$ cat config.mk
export PLATFORM = sky130hd
export DESIGN_NAME = round_robin_schedule_times
export DESIGN_NICKNAME = d
export VERILOG_FILES = /design/src/sv/rrst_pkg.sv /design/src/sv/round_robin_schedule_times.sv
export SDC_FILE = /design/constraint.sdc
export NUM_CORES = 1
export LEC_CHECK = 0
export ABC_AREA = 1
export BUFFER_PORTS_ARGS = -buffer_cell sky130_fd_sc_hd__buf_2
export CORE_AREA = 2 2 235 410
export CTS_BUF_LIST = sky130_fd_sc_hd__clkbuf_2 sky130_fd_sc_hd__clkbuf_4 sky130_fd_sc_hd__clkbuf_8
export CTS_CLUSTER_SIZE = 25
export DETAILED_ROUTE_END_ITERATION = 8
export DIE_AREA = 0 0 237 412
export HOLD_SLACK_MARGIN = 0.05
export PLACE_DENSITY = 0.68
export SETUP_SLACK_MARGIN = 0.1
export SYNTH_ARGS = -nofsm -noshare
export SYNTH_HDL_FRONTEND = slang
export SYNTH_SLANG_ARGS = --single-unit
export TNS_END_PERCENT = 20
$ cat constraint.sdc
create_clock -name clk -period 7.7 [get_ports clk]
set_clock_uncertainty 0.05 [all_clocks]
set_input_delay 1.925 -clock clk [delete_from_list [all_inputs] [get_ports clk]]
set_output_delay 1.925 -clock clk [all_outputs]
set_load 0.01 [all_outputs]
$ cat src/sv/rrst_pkg.sv
`timescale 1ns / 1ps

package rrst_pkg;

    localparam int MAX_JOBS = 16;
    localparam int IDX_W    = (MAX_JOBS > 1) ? $clog2(MAX_JOBS) : 1;
    localparam int CNT_W    = $clog2(MAX_JOBS + 1);

    localparam int TIME_W   = 16;
    localparam int CLK_W    = 20;
    localparam int DIFF_W   = 21;
    localparam int JIDX_W   = 6;

    localparam int S_DATA_W = 2 * TIME_W;
    localparam int RES_W    = JIDX_W + CLK_W + 2 * DIFF_W;
    localparam int M_DATA_W = ((RES_W + 7) / 8) * 8;

    typedef enum logic [1:0] {
        ST_LOAD,
        ST_RUN,
        ST_EMIT
    } state_t;

endpackage

$ cat src/sv/round_robin_schedule_times.sv
`timescale 1ns / 1ps

// Channel   Dir  Handshake          Payload
// s_*       in   s_tvalid/s_tready  tdata: arrival, burst; tlast: last_job
// m_*       out  m_tvalid/m_tready  tdata: job_index, completion, turnaround,
//                                   waiting; tuser: dropped; tlast: last_result
// cfg_*     in   cfg_valid/cfg_ready  quantum
//
// Jobs load one per cycle. After the item with tlast, the scheduler visits one
// job slot per cycle through a single add/compare unit, passing over the set
// until a run ends with a pass that only finds every job done; s_tready is low
// throughout.
// Results then leave one per cycle while m_tready is high.
// Reset clears the sequencer, counters and quantum (to 1); the job stores are not
// cleared. A stalled result stays in the output register while the next set loads.

module round_robin_schedule_times
    import rrst_pkg::*;
(
    input  logic                clk,
    input  logic                rst_n,

    input  logic                cfg_valid,
    output logic                cfg_ready,
    input  logic [TIME_W-1:0]   cfg_data,     // quantum

    input  logic                s_tvalid,
    output logic                s_tready,
    input  logic [S_DATA_W-1:0] s_tdata,      // arrival[15:0], burst[31:16]
    input  logic                s_tlast,      // last_job

    output logic                m_tvalid,
    input  logic                m_tready,
    output logic [M_DATA_W-1:0] m_tdata,      // job_index[5:0], completion[25:6],
                                              // turnaround[46:26], waiting[67:47]
    output logic                m_tuser,      // dropped
    output logic                m_tlast       // last_result
);

    logic [TIME_W-1:0] arrival_mem [MAX_JOBS];
    logic [TIME_W-1:0] burst_mem   [MAX_JOBS];
    logic [TIME_W-1:0] remain_mem  [MAX_JOBS];
    logic [CLK_W-1:0]  finish_mem  [MAX_JOBS];

    state_t            state_reg, state_next;
    logic [TIME_W-1:0] quantum_reg;
    logic [CNT_W-1:0]  count_reg, count_next;
    logic [IDX_W-1:0]  idx_reg, idx_next;
    logic [CLK_W-1:0]  clock_reg, clock_next;
    logic              busy_reg, busy_next;
    logic              overflow_reg, overflow_next;

    logic              out_valid_reg, out_valid_next;
    logic [RES_W-1:0]  out_data_reg, out_data_next;
    logic              out_drop_reg, out_drop_next;
    logic              out_last_reg, out_last_next;

    logic              in_fire;
    logic              load_wr;
    logic              run_wr;
    logic              last_slot;
    logic              out_free;
    logic [TIME_W-1:0] quantum_eff;
    logic [TIME_W-1:0] rem_cur;
    logic [TIME_W-1:0] rem_new;
    logic [CLK_W-1:0]  clock_sum;
    logic [CLK_W-1:0]  comp_cur;
    logic [DIFF_W-1:0] tat_cur;
    logic [DIFF_W-1:0] wait_cur;

    assign cfg_ready   = 1'b1;
    assign s_tready    = (state_reg == ST_LOAD);
    assign in_fire     = s_tvalid && s_tready;
    assign quantum_eff = (quantum_reg == '0) ? TIME_W'(1) : quantum_reg;
    assign last_slot   = (CNT_W'(idx_reg) + CNT_W'(1)) == count_reg;
    assign out_free    = !out_valid_reg || m_tready;

    assign rem_cur   = remain_mem[idx_reg];
    assign comp_cur  = finish_mem[idx_reg];
    assign tat_cur   = {1'b0, comp_cur} - DIFF_W'(arrival_mem[idx_reg]);
    assign wait_cur  = tat_cur - DIFF_W'(burst_mem[idx_reg]);

    // Shared step unit: one quantum or the rest of the burst, whichever is smaller
    always_comb
    begin
        if (rem_cur > quantum_eff)
        begin
            rem_new   = rem_cur - quantum_eff;
            clock_sum = clock_reg + CLK_W'(quantum_eff);
        end
        else
        begin
            rem_new   = '0;
            clock_sum = clock_reg + CLK_W'(rem_cur);
        end
    end

    always_comb
    begin
        state_next     = state_reg;
        count_next     = count_reg;
        idx_next       = idx_reg;
        clock_next     = clock_reg;
        busy_next      = busy_reg;
        overflow_next  = overflow_reg;
        out_valid_next = out_valid_reg && !m_tready;
        out_data_next  = out_data_reg;
        out_drop_next  = out_drop_reg;
        out_last_next  = out_last_reg;
        load_wr        = 1'b0;
        run_wr         = 1'b0;

        case (state_reg)
            ST_LOAD:
            begin
                if (in_fire)
                begin
                    if (count_reg < CNT_W'(MAX_JOBS))
                    begin
                        load_wr    = 1'b1;
                        count_next = count_reg + CNT_W'(1);
                    end
                    else
                    begin
                        overflow_next = 1'b1;
                    end
                    if (s_tlast)
                    begin
                        state_next = ST_RUN;
                        idx_next   = '0;
                        clock_next = '0;
                        busy_next  = 1'b0;
                    end
                end
            end

            ST_RUN:
            begin
                if (rem_cur != '0)
                begin
                    run_wr     = 1'b1;
                    clock_next = clock_sum;
                end
                if (last_slot)
                begin
                    // End of pass: go again while any job still ran
                    idx_next  = '0;
                    busy_next = 1'b0;
                    if (!busy_reg && rem_cur == '0)
                    begin
                        state_next = ST_EMIT;
                    end
                end
                else
                begin
                    idx_next  = idx_reg + IDX_W'(1);
                    busy_next = busy_reg || (rem_cur != '0);
                end
            end

            ST_EMIT:
            begin
                if (out_free)
                begin
                    out_valid_next = 1'b1;
                    out_data_next  = {wait_cur, tat_cur, comp_cur, JIDX_W'(idx_reg)};
                    out_drop_next  = overflow_reg;
                    out_last_next  = last_slot;
                    if (last_slot)
                    begin
                        state_next    = ST_LOAD;
                        idx_next      = '0;
                        count_next    = '0;
                        clock_next    = '0;
                        overflow_next = 1'b0;
                    end
                    else
                    begin
                        idx_next = idx_reg + IDX_W'(1);
                    end
                end
            end

            default:
            begin
                state_next = ST_LOAD;
            end
        endcase
    end

    always_ff @(posedge clk or negedge rst_n)
    begin
        if (!rst_n)
        begin
            state_reg     <= ST_LOAD;
            quantum_reg   <= TIME_W'(1);
            count_reg     <= '0;
            idx_reg       <= '0;
            clock_reg     <= '0;
            busy_reg      <= 1'b0;
            overflow_reg  <= 1'b0;
            out_valid_reg <= 1'b0;
        end
        else
        begin
            state_reg     <= state_next;
            count_reg     <= count_next;
            idx_reg       <= idx_next;
            clock_reg     <= clock_next;
            busy_reg      <= busy_next;
            overflow_reg  <= overflow_next;
            out_valid_reg <= out_valid_next;
            if (cfg_valid && cfg_ready)
            begin
                quantum_reg <= cfg_data;
            end
        end
    end

    always_ff @(posedge clk)
    begin
        out_data_reg <= out_data_next;
        out_drop_reg <= out_drop_next;
        out_last_reg <= out_last_next;
        if (load_wr)
        begin
            arrival_mem[count_reg[IDX_W-1:0]] <= s_tdata[TIME_W-1:0];
            burst_mem[count_reg[IDX_W-1:0]]   <= s_tdata[S_DATA_W-1:TIME_W];
            remain_mem[count_reg[IDX_W-1:0]]  <= s_tdata[S_DATA_W-1:TIME_W];
            finish_mem[count_reg[IDX_W-1:0]]  <= '0;
        end
        if (run_wr)
        begin
            remain_mem[idx_reg] <= rem_new;
            if (rem_new == '0)
            begin
                finish_mem[idx_reg] <= clock_sum;
            end
        end
    end

    assign m_tvalid = out_valid_reg;
    assign m_tdata  = {{(M_DATA_W - RES_W){1'b0}}, out_data_reg};
    assign m_tuser  = out_drop_reg;
    assign m_tlast  = out_last_reg;

    a_count_bound: assert property (@(posedge clk) disable iff (!rst_n)
        count_reg <= CNT_W'(MAX_JOBS))
        else $error("job count above capacity");

    a_idx_in_set: assert property (@(posedge clk) disable iff (!rst_n)
        (state_reg == ST_RUN || state_reg == ST_EMIT) |-> CNT_W'(idx_reg) < count_reg)
        else $error("slot index outside loaded set");

    a_emit_nonempty: assert property (@(posedge clk) disable iff (!rst_n)
        state_reg == ST_EMIT |-> count_reg != '0)
        else $error("emitting with no jobs loaded");

    a_overflow_flag: assert property (@(posedge clk) disable iff (!rst_n)
        (in_fire && count_reg == CNT_W'(MAX_JOBS)) |=> overflow_reg)
        else $error("dropped item not flagged");

endmodule
; ---- After elaboration in Yosys (flattened, before gate mapping)
; Memory sizes are Yosys's and may differ from the RTL's.
; Cells that the tools add are included.
[totals]
mem_count = 4
output_inout_bits = 77
ff_bits = 118
ram_bits = 1088
[memory_table]
columns = memory, words, word_bits, rd, rd_ports_with_merged_regs, wr, line_no
row1 = finish_mem, 16, 20, 1, 0, 1, round_robin_schedule_times.sv:43  ; logic [CLK_W-1:0] finish_mem [MAX_JOBS];
row2 = arrival_mem, 16, 16, 1, 0, 1, round_robin_schedule_times.sv:40  ; logic [TIME_W-1:0] arrival_mem [MAX_JOBS];
row3 = burst_mem, 16, 16, 1, 0, 1, round_robin_schedule_times.sv:41  ; logic [TIME_W-1:0] burst_mem [MAX_JOBS];
row4 = remain_mem, 16, 16, 1, 0, 1, round_robin_schedule_times.sv:42  ; logic [TIME_W-1:0] remain_mem [MAX_JOBS];
[op_classes]
n_addsub = 8
muxes = 55
reduce_logical = 25
order_cmp = 2
eq_ne = 12
[ops]
columns = cell, n
row1 = 20-bit two-way mux, 7
row2 = 20-bit one-hot mux with 3 select lines, 1
row3 = 16-bit logical NOT, 3
row4 = 16-bit two-way mux, 3
row5 = 20-bit by 16-bit adder with 20-bit output, 2
row6 = 4-bit two-way mux, 6
row7 = 1-bit two-way mux, 23
row8 = 20-bit by 16-bit subtractor with 21-bit output, 1
row9 = 21-bit by 16-bit subtractor with 21-bit output, 1
row10 = 5-bit two-way mux, 4
row11 = 20-bit OR reduction, 1
row12 = 16-bit greater-than comparator, 1
row13 = 16-bit nonzero test, 1
row14 = 16-bit OR reduction, 1
row15 = 16-bit subtractor, 1
row16 = 2-bit two-way mux, 6
row17 = 2-bit != test (second input constant), 6
row18 = 4-bit one-hot mux with 3 select lines, 1
row19 = 6-bit AND reduction, 2
row20 = 5-bit one-hot mux with 2 select lines, 1
row21 = 5-bit AND reduction, 2
row22 = 2-bit by 1-bit != test with 1-bit output (second input constant), 3
row23 = 2-bit one-hot mux with 3 select lines, 1
row24 = 4-bit by 1-bit adder with 5-bit output (second input constant), 1
row25 = 16 further kinds, 23

; ---- Depth between registers and ports, before layout
[logic_depth]
depth_word = 10
ltp_mapped = 34

; ---- Least setup slack after synthesis
; No wires, ideal clock.
[synth_path]
path_type = input to register
start = input port m_tready
end = register out_last_reg (netlist: m_tlast), enable pin
t_arrival_ns = 5.247
setup_time_ns = 0.517
path_stages = 2
setup_slack_ns = 1.887
t_required_ns = 7.133
n_path_buf = 0
path_cell_list = inv_1 > a21oi_1
[synth_via]
elab_chain_cells = 2
[synth_rtl]
columns = item, line_no
row1 = start: declaration, round_robin_schedule_times.sv:33  ; input logic m_tready,
row2 = 1-bit logical OR, round_robin_schedule_times.sv:76  ; assign out_free = !out_valid_reg || m_tready;
row3 = 2-bit AND reduction (no line), --
row4 = end signal: assignment, round_robin_schedule_times.sv:224  ; out_last_reg <= out_last_next;
row5 = end: declaration, round_robin_schedule_times.sv:56  ; logic out_last_reg, out_last_next;
; No other way between the ends.
; A chain may end at the register's enable or synchronous reset.

; ---- Worst setup path in the final report
[layout_path]
start = register idx_reg[0]
end = register out_data_reg[66], data pin
[layout_via]
elab_chain_cells = 3
[layout_rtl]
columns = item, line_no
row1 = start: declaration, round_robin_schedule_times.sv:48  ; logic [IDX_W-1:0] idx_reg, idx_next;
row2 = start signal: assignment, round_robin_schedule_times.sv:208  ; idx_reg <= idx_next;
row3 = memory read 16 x 20 bit, --
row4 = via comp_cur[0], round_robin_schedule_times.sv:67  ; logic [CLK_W-1:0] comp_cur;
row5 = 20-bit by 16-bit subtractor with 21-bit output, round_robin_schedule_times.sv:80  ; assign tat_cur = {1'b0, comp_cur} - DIFF_W'(arrival_mem[idx_reg]);
row6 = via tat_cur[10], round_robin_schedule_times.sv:68  ; logic [DIFF_W-1:0] tat_cur;
row7 = 21-bit by 16-bit subtractor with 21-bit output, round_robin_schedule_times.sv:81  ; assign wait_cur = tat_cur - DIFF_W'(burst_mem[idx_reg]);
row8 = via wait_cur[19], round_robin_schedule_times.sv:69  ; logic [DIFF_W-1:0] wait_cur;
row9 = end signal: assignment, round_robin_schedule_times.sv:222  ; out_data_reg <= out_data_next;
row10 = end: declaration, round_robin_schedule_times.sv:54  ; logic [RES_W-1:0] out_data_reg, out_data_next;
; The timed path passes the listed nets, and every way through them passes these cells.

==> metrics <==
post-synthesis cell count=4,306; Final setup viols=0; synthesis-stage register bit count=1,206; Max Slew Vio Count=0; antenna violations before repair=5; class of the most critical setup path=reg2reg; status=completed; RSZ-0062 raised after global routing=yes; min Tclk post-route=6990 ps; first-pass GRT wire length=208,000 um; Synth Area in Compound Gates=10.8%; Synth Area per Inst=12.0 um^2; fmax=0.143 GHz; nets@finish=4,587; synthesized cell area=0.0515 mm^2; GRT Util Overall=28.9%; WP data required=8290 ps; Simple-Gate Fraction of Synth Area=12.3%; area of the multi-input gates=0.0136 mm^2; mux cell area share after synthesis=0%; Worst-Skew Late Latency=890 ps; Final Non-Filler Cells=5,806; length of the first detailed-routing pass in iterations=6; RR Startpoint=idx_reg[0]; die area=0.0976 mm^2; ANT nets after route=0; number of flops mapped to enable cells by yosys=1,156; pin count of the biggest net entering global routing=137; pwr/cell area=416 mW/mm^2; reg2reg end=out_data_reg[66]; Yosys top cell by area=edfxtp_1; # port buffers=123; most flop-heavy register=finish_mem; vias in the first global route=34,300; routed len/inst=24.2 um; layout cells sized above 1=13.0%; highest net fanout along the worst path=90; via/cell ratio=6.03; core box area=0.0941 mm^2; commonest register cell after synthesis=edfxtp_1; share of the synthesized area in the top cell type=67.4%; Vias=35,000; FF/Latch Area=0.0360 mm^2; Worst Path Arrival=7580 ps; Final Hold Vio Count=0; synth warn=0; Post-synth top cells=1,156 x edfxtp_1, 666 x nand2_1, 562 x nor2_1, 520 x o21ai_0; Longest Clk Path Bufs=3; WHS Endpoint=clock_reg[0]; hold path cells=2; Seq/Total Area, Yosys=69.9%; P&R area growth vs syn=10.7%; dpl hpwl=83,000 um; clk root buf=clkbuf_8; # Max-Cap Violations=0; Reg2Reg Setup Slack=710 ps; XOR/XNOR Fraction of Synth Area=1.10%; Peak VDD IR=360 uV; Hold Startpoint=clock_reg[0]; Worst-Margin Slew=1360 ps; Hold WC Path Type=reg2reg; cts bufs inserted=168; Largest register FFs=320; io pins=131; TNS Setup=0 ps; CTS tree=yes; Post-CTS Hold Buffers=0; count leader, synth=edfxtp_1; Netlist cell types=57; clock transition at the registers of the reported paths=70 ps; Die X=237 um; crit end category=flip-flop; largest family of logic cells by synthesized area=simple AND/OR/NAND/NOR gates; H-tree depth=4; dpl cells=5,494; worst-case reg-to-reg path depth=25; DRT Wirelength=141,000 um; Final Power=23.7 mW; largest cells by area after synthesis=edfxtp_1 67%, o21ai_0 5.1%, nand2_1 4.9%; fin crit share=90.8%; Residual DRC=0; Die Span Y=412 um; FFs w/ async S/R, synth=4.15%; CP startpoint kind=flip-flop; Filler cells=7,408; Initial Utilization=54.7%; Iter 0 DRT Violations=3,225; Rel. slew slack=9.29%; Rows=149; GP Congestion=0.922; GRT Residual Overflow=0; Num Clock Sinks=1,206; static leakage=21.1 nW; adder and majority gate portion of the synthesized area=1.93%
==> per-stage QoR <==
stage | area, um^2 | setup WS, ps | util (%) | hold WS [ps]
finish | 57000 | 712 | 60.5 | 447
global placement | 53500 | 940 | 56.9 | 428
CTS | 56900 | 809 | 60.5 | 452
floorplan | 51500 | 1890 | - | 370
global route | 57000 | 95.2 | 60.5 | 464
detailed placement | 53500 | 840 | 56.9 | 435
==> critical path, stage by stage, from the launching register on <==
cell,delay (ps)
dfrtp_4,700
buf_12,390
buf_4,670
buf_4,830
o21ai_0,230
o22ai_1,190
o211ai_1,120
nand2_1,150
inv_1,60
ha_1,190
inv_1,100
fa_1,220
a31oi_1,160
o21ai_0,400
inv_1,70
o21ai_0,310
xor2_1,280
ha_1,340
a21oi_1,180
o21ai_0,100
a21oi_1,310
o21bai_1,170
nand3_1,150
nand3_1,90
nand2_1,80
nand2_1,50
==> report_power, final <==
| part | internal (mW) | switching (mW) | total [mW] |
|---|---|---|---|
| Sequential | 8.39 | 0.206 | 8.59 |
| Clock | 2.59 | 2.47 | 5.05 |
| Combinational | 3.04 | 7.03 | 10.1 |
| Total | 14.0 | 9.70 | 23.7 |
==> layer usage <==
layer / vias to the layer above / GRT usage [%] / share of wire, %
met4: 2 / 16.1 / 5.5
met5: - / 0 / 0.0078
li1: 15800 / - / -
met2: 1539 / 50.0 / 51
met3: 369 / 4.79 / 6.8
met1: 17300 / 34.3 / 37
==> worst max-delay path by stage <==
| stage | end | slack, ps | start |
|---|---|---|---|
| 2_1_floorplan | m_tlast | 1890 | m_tready |
| 3_3_place_gp | out_data_reg[66] | 940 | idx_reg[0] |
| 3_5_place_dp | out_data_reg[66] | 840 | idx_reg[0] |
| 4_1_cts | out_data_reg[66] | 810 | idx_reg[0] |
| 5_1_grt | out_data_reg[66] | 100 | idx_reg[0] |
| 6_report | out_data_reg[66] | 710 | idx_reg[0] |
==> cells by family after synthesis <==
family,count (synthesis)
other,2
buffers and inverters,503
XOR/XNOR,63
AO/OA/AOI/OAI,917
flip-flops,1206
AND/OR/NAND/NOR,1538
adder cells (fa/ha/maj),77
==> repair_timing <==
item / in CTS / in global routing
endpoints found under the setup margin: 0 / 17
resized for setup: 0 / 1
endpoints found under the hold margin: 0 / 0
buffers inserted: 0 / 0
==> area by class of cell <==
| class | instances | area share [%] |
|---|---|---|
| multi-input cells | 2602 | 23.9 |
| well taps | 1208 | 2.65 |
| flip-flops and latches | 1206 | 63.2 |
| diodes | 4 | 0.0176 |
| clock buffers | 218 | 4.80 |
| clock inverters | 90 | 1.18 |
| inverters | 251 | 1.70 |
| repair buffers | 227 | 2.54 |
==> layout by cell type, fill, tap and decap left out, types with 6 or more instances in the layout <==
cell type / netlist / layout
nor3_1: 9 / 9
nand2_1: 666 / 666
xnor2_1: 20 / 20
inv_8: 0 / 6
buf_2: 53 / 123
nor2_4: 3 / 19
clkbuf_8: 0 / 175
clkbuf_4: 0 / 43
nor2_1: 562 / 517
xor2_1: 41 / 41
a21o_1: 8 / 8
o221ai_1: 150 / 150
inv_1: 242 / 242
clkinv_1: 2 / 47
clkinvlp_4: 0 / 8
nor2_2: 8 / 37
o22ai_1: 56 / 56
a21oi_1: 58 / 57
nand2_2: 17 / 17
o211ai_1: 69 / 69
conb_1: 2 / 7
nand4_1: 11 / 11
nand3_1: 242 / 242
edfxtp_1: 1156 / 1156
dfrtp_1: 49 / 45
a31oi_1: 8 / 8
o21ai_1: 17 / 19
bufinv_16: 0 / 7
ha_1: 73 / 73
buf_4: 19 / 100
clkinv_2: 0 / 16
o21ai_0: 520 / 518
Note: power is estimated with default switching activity, not from simulation.
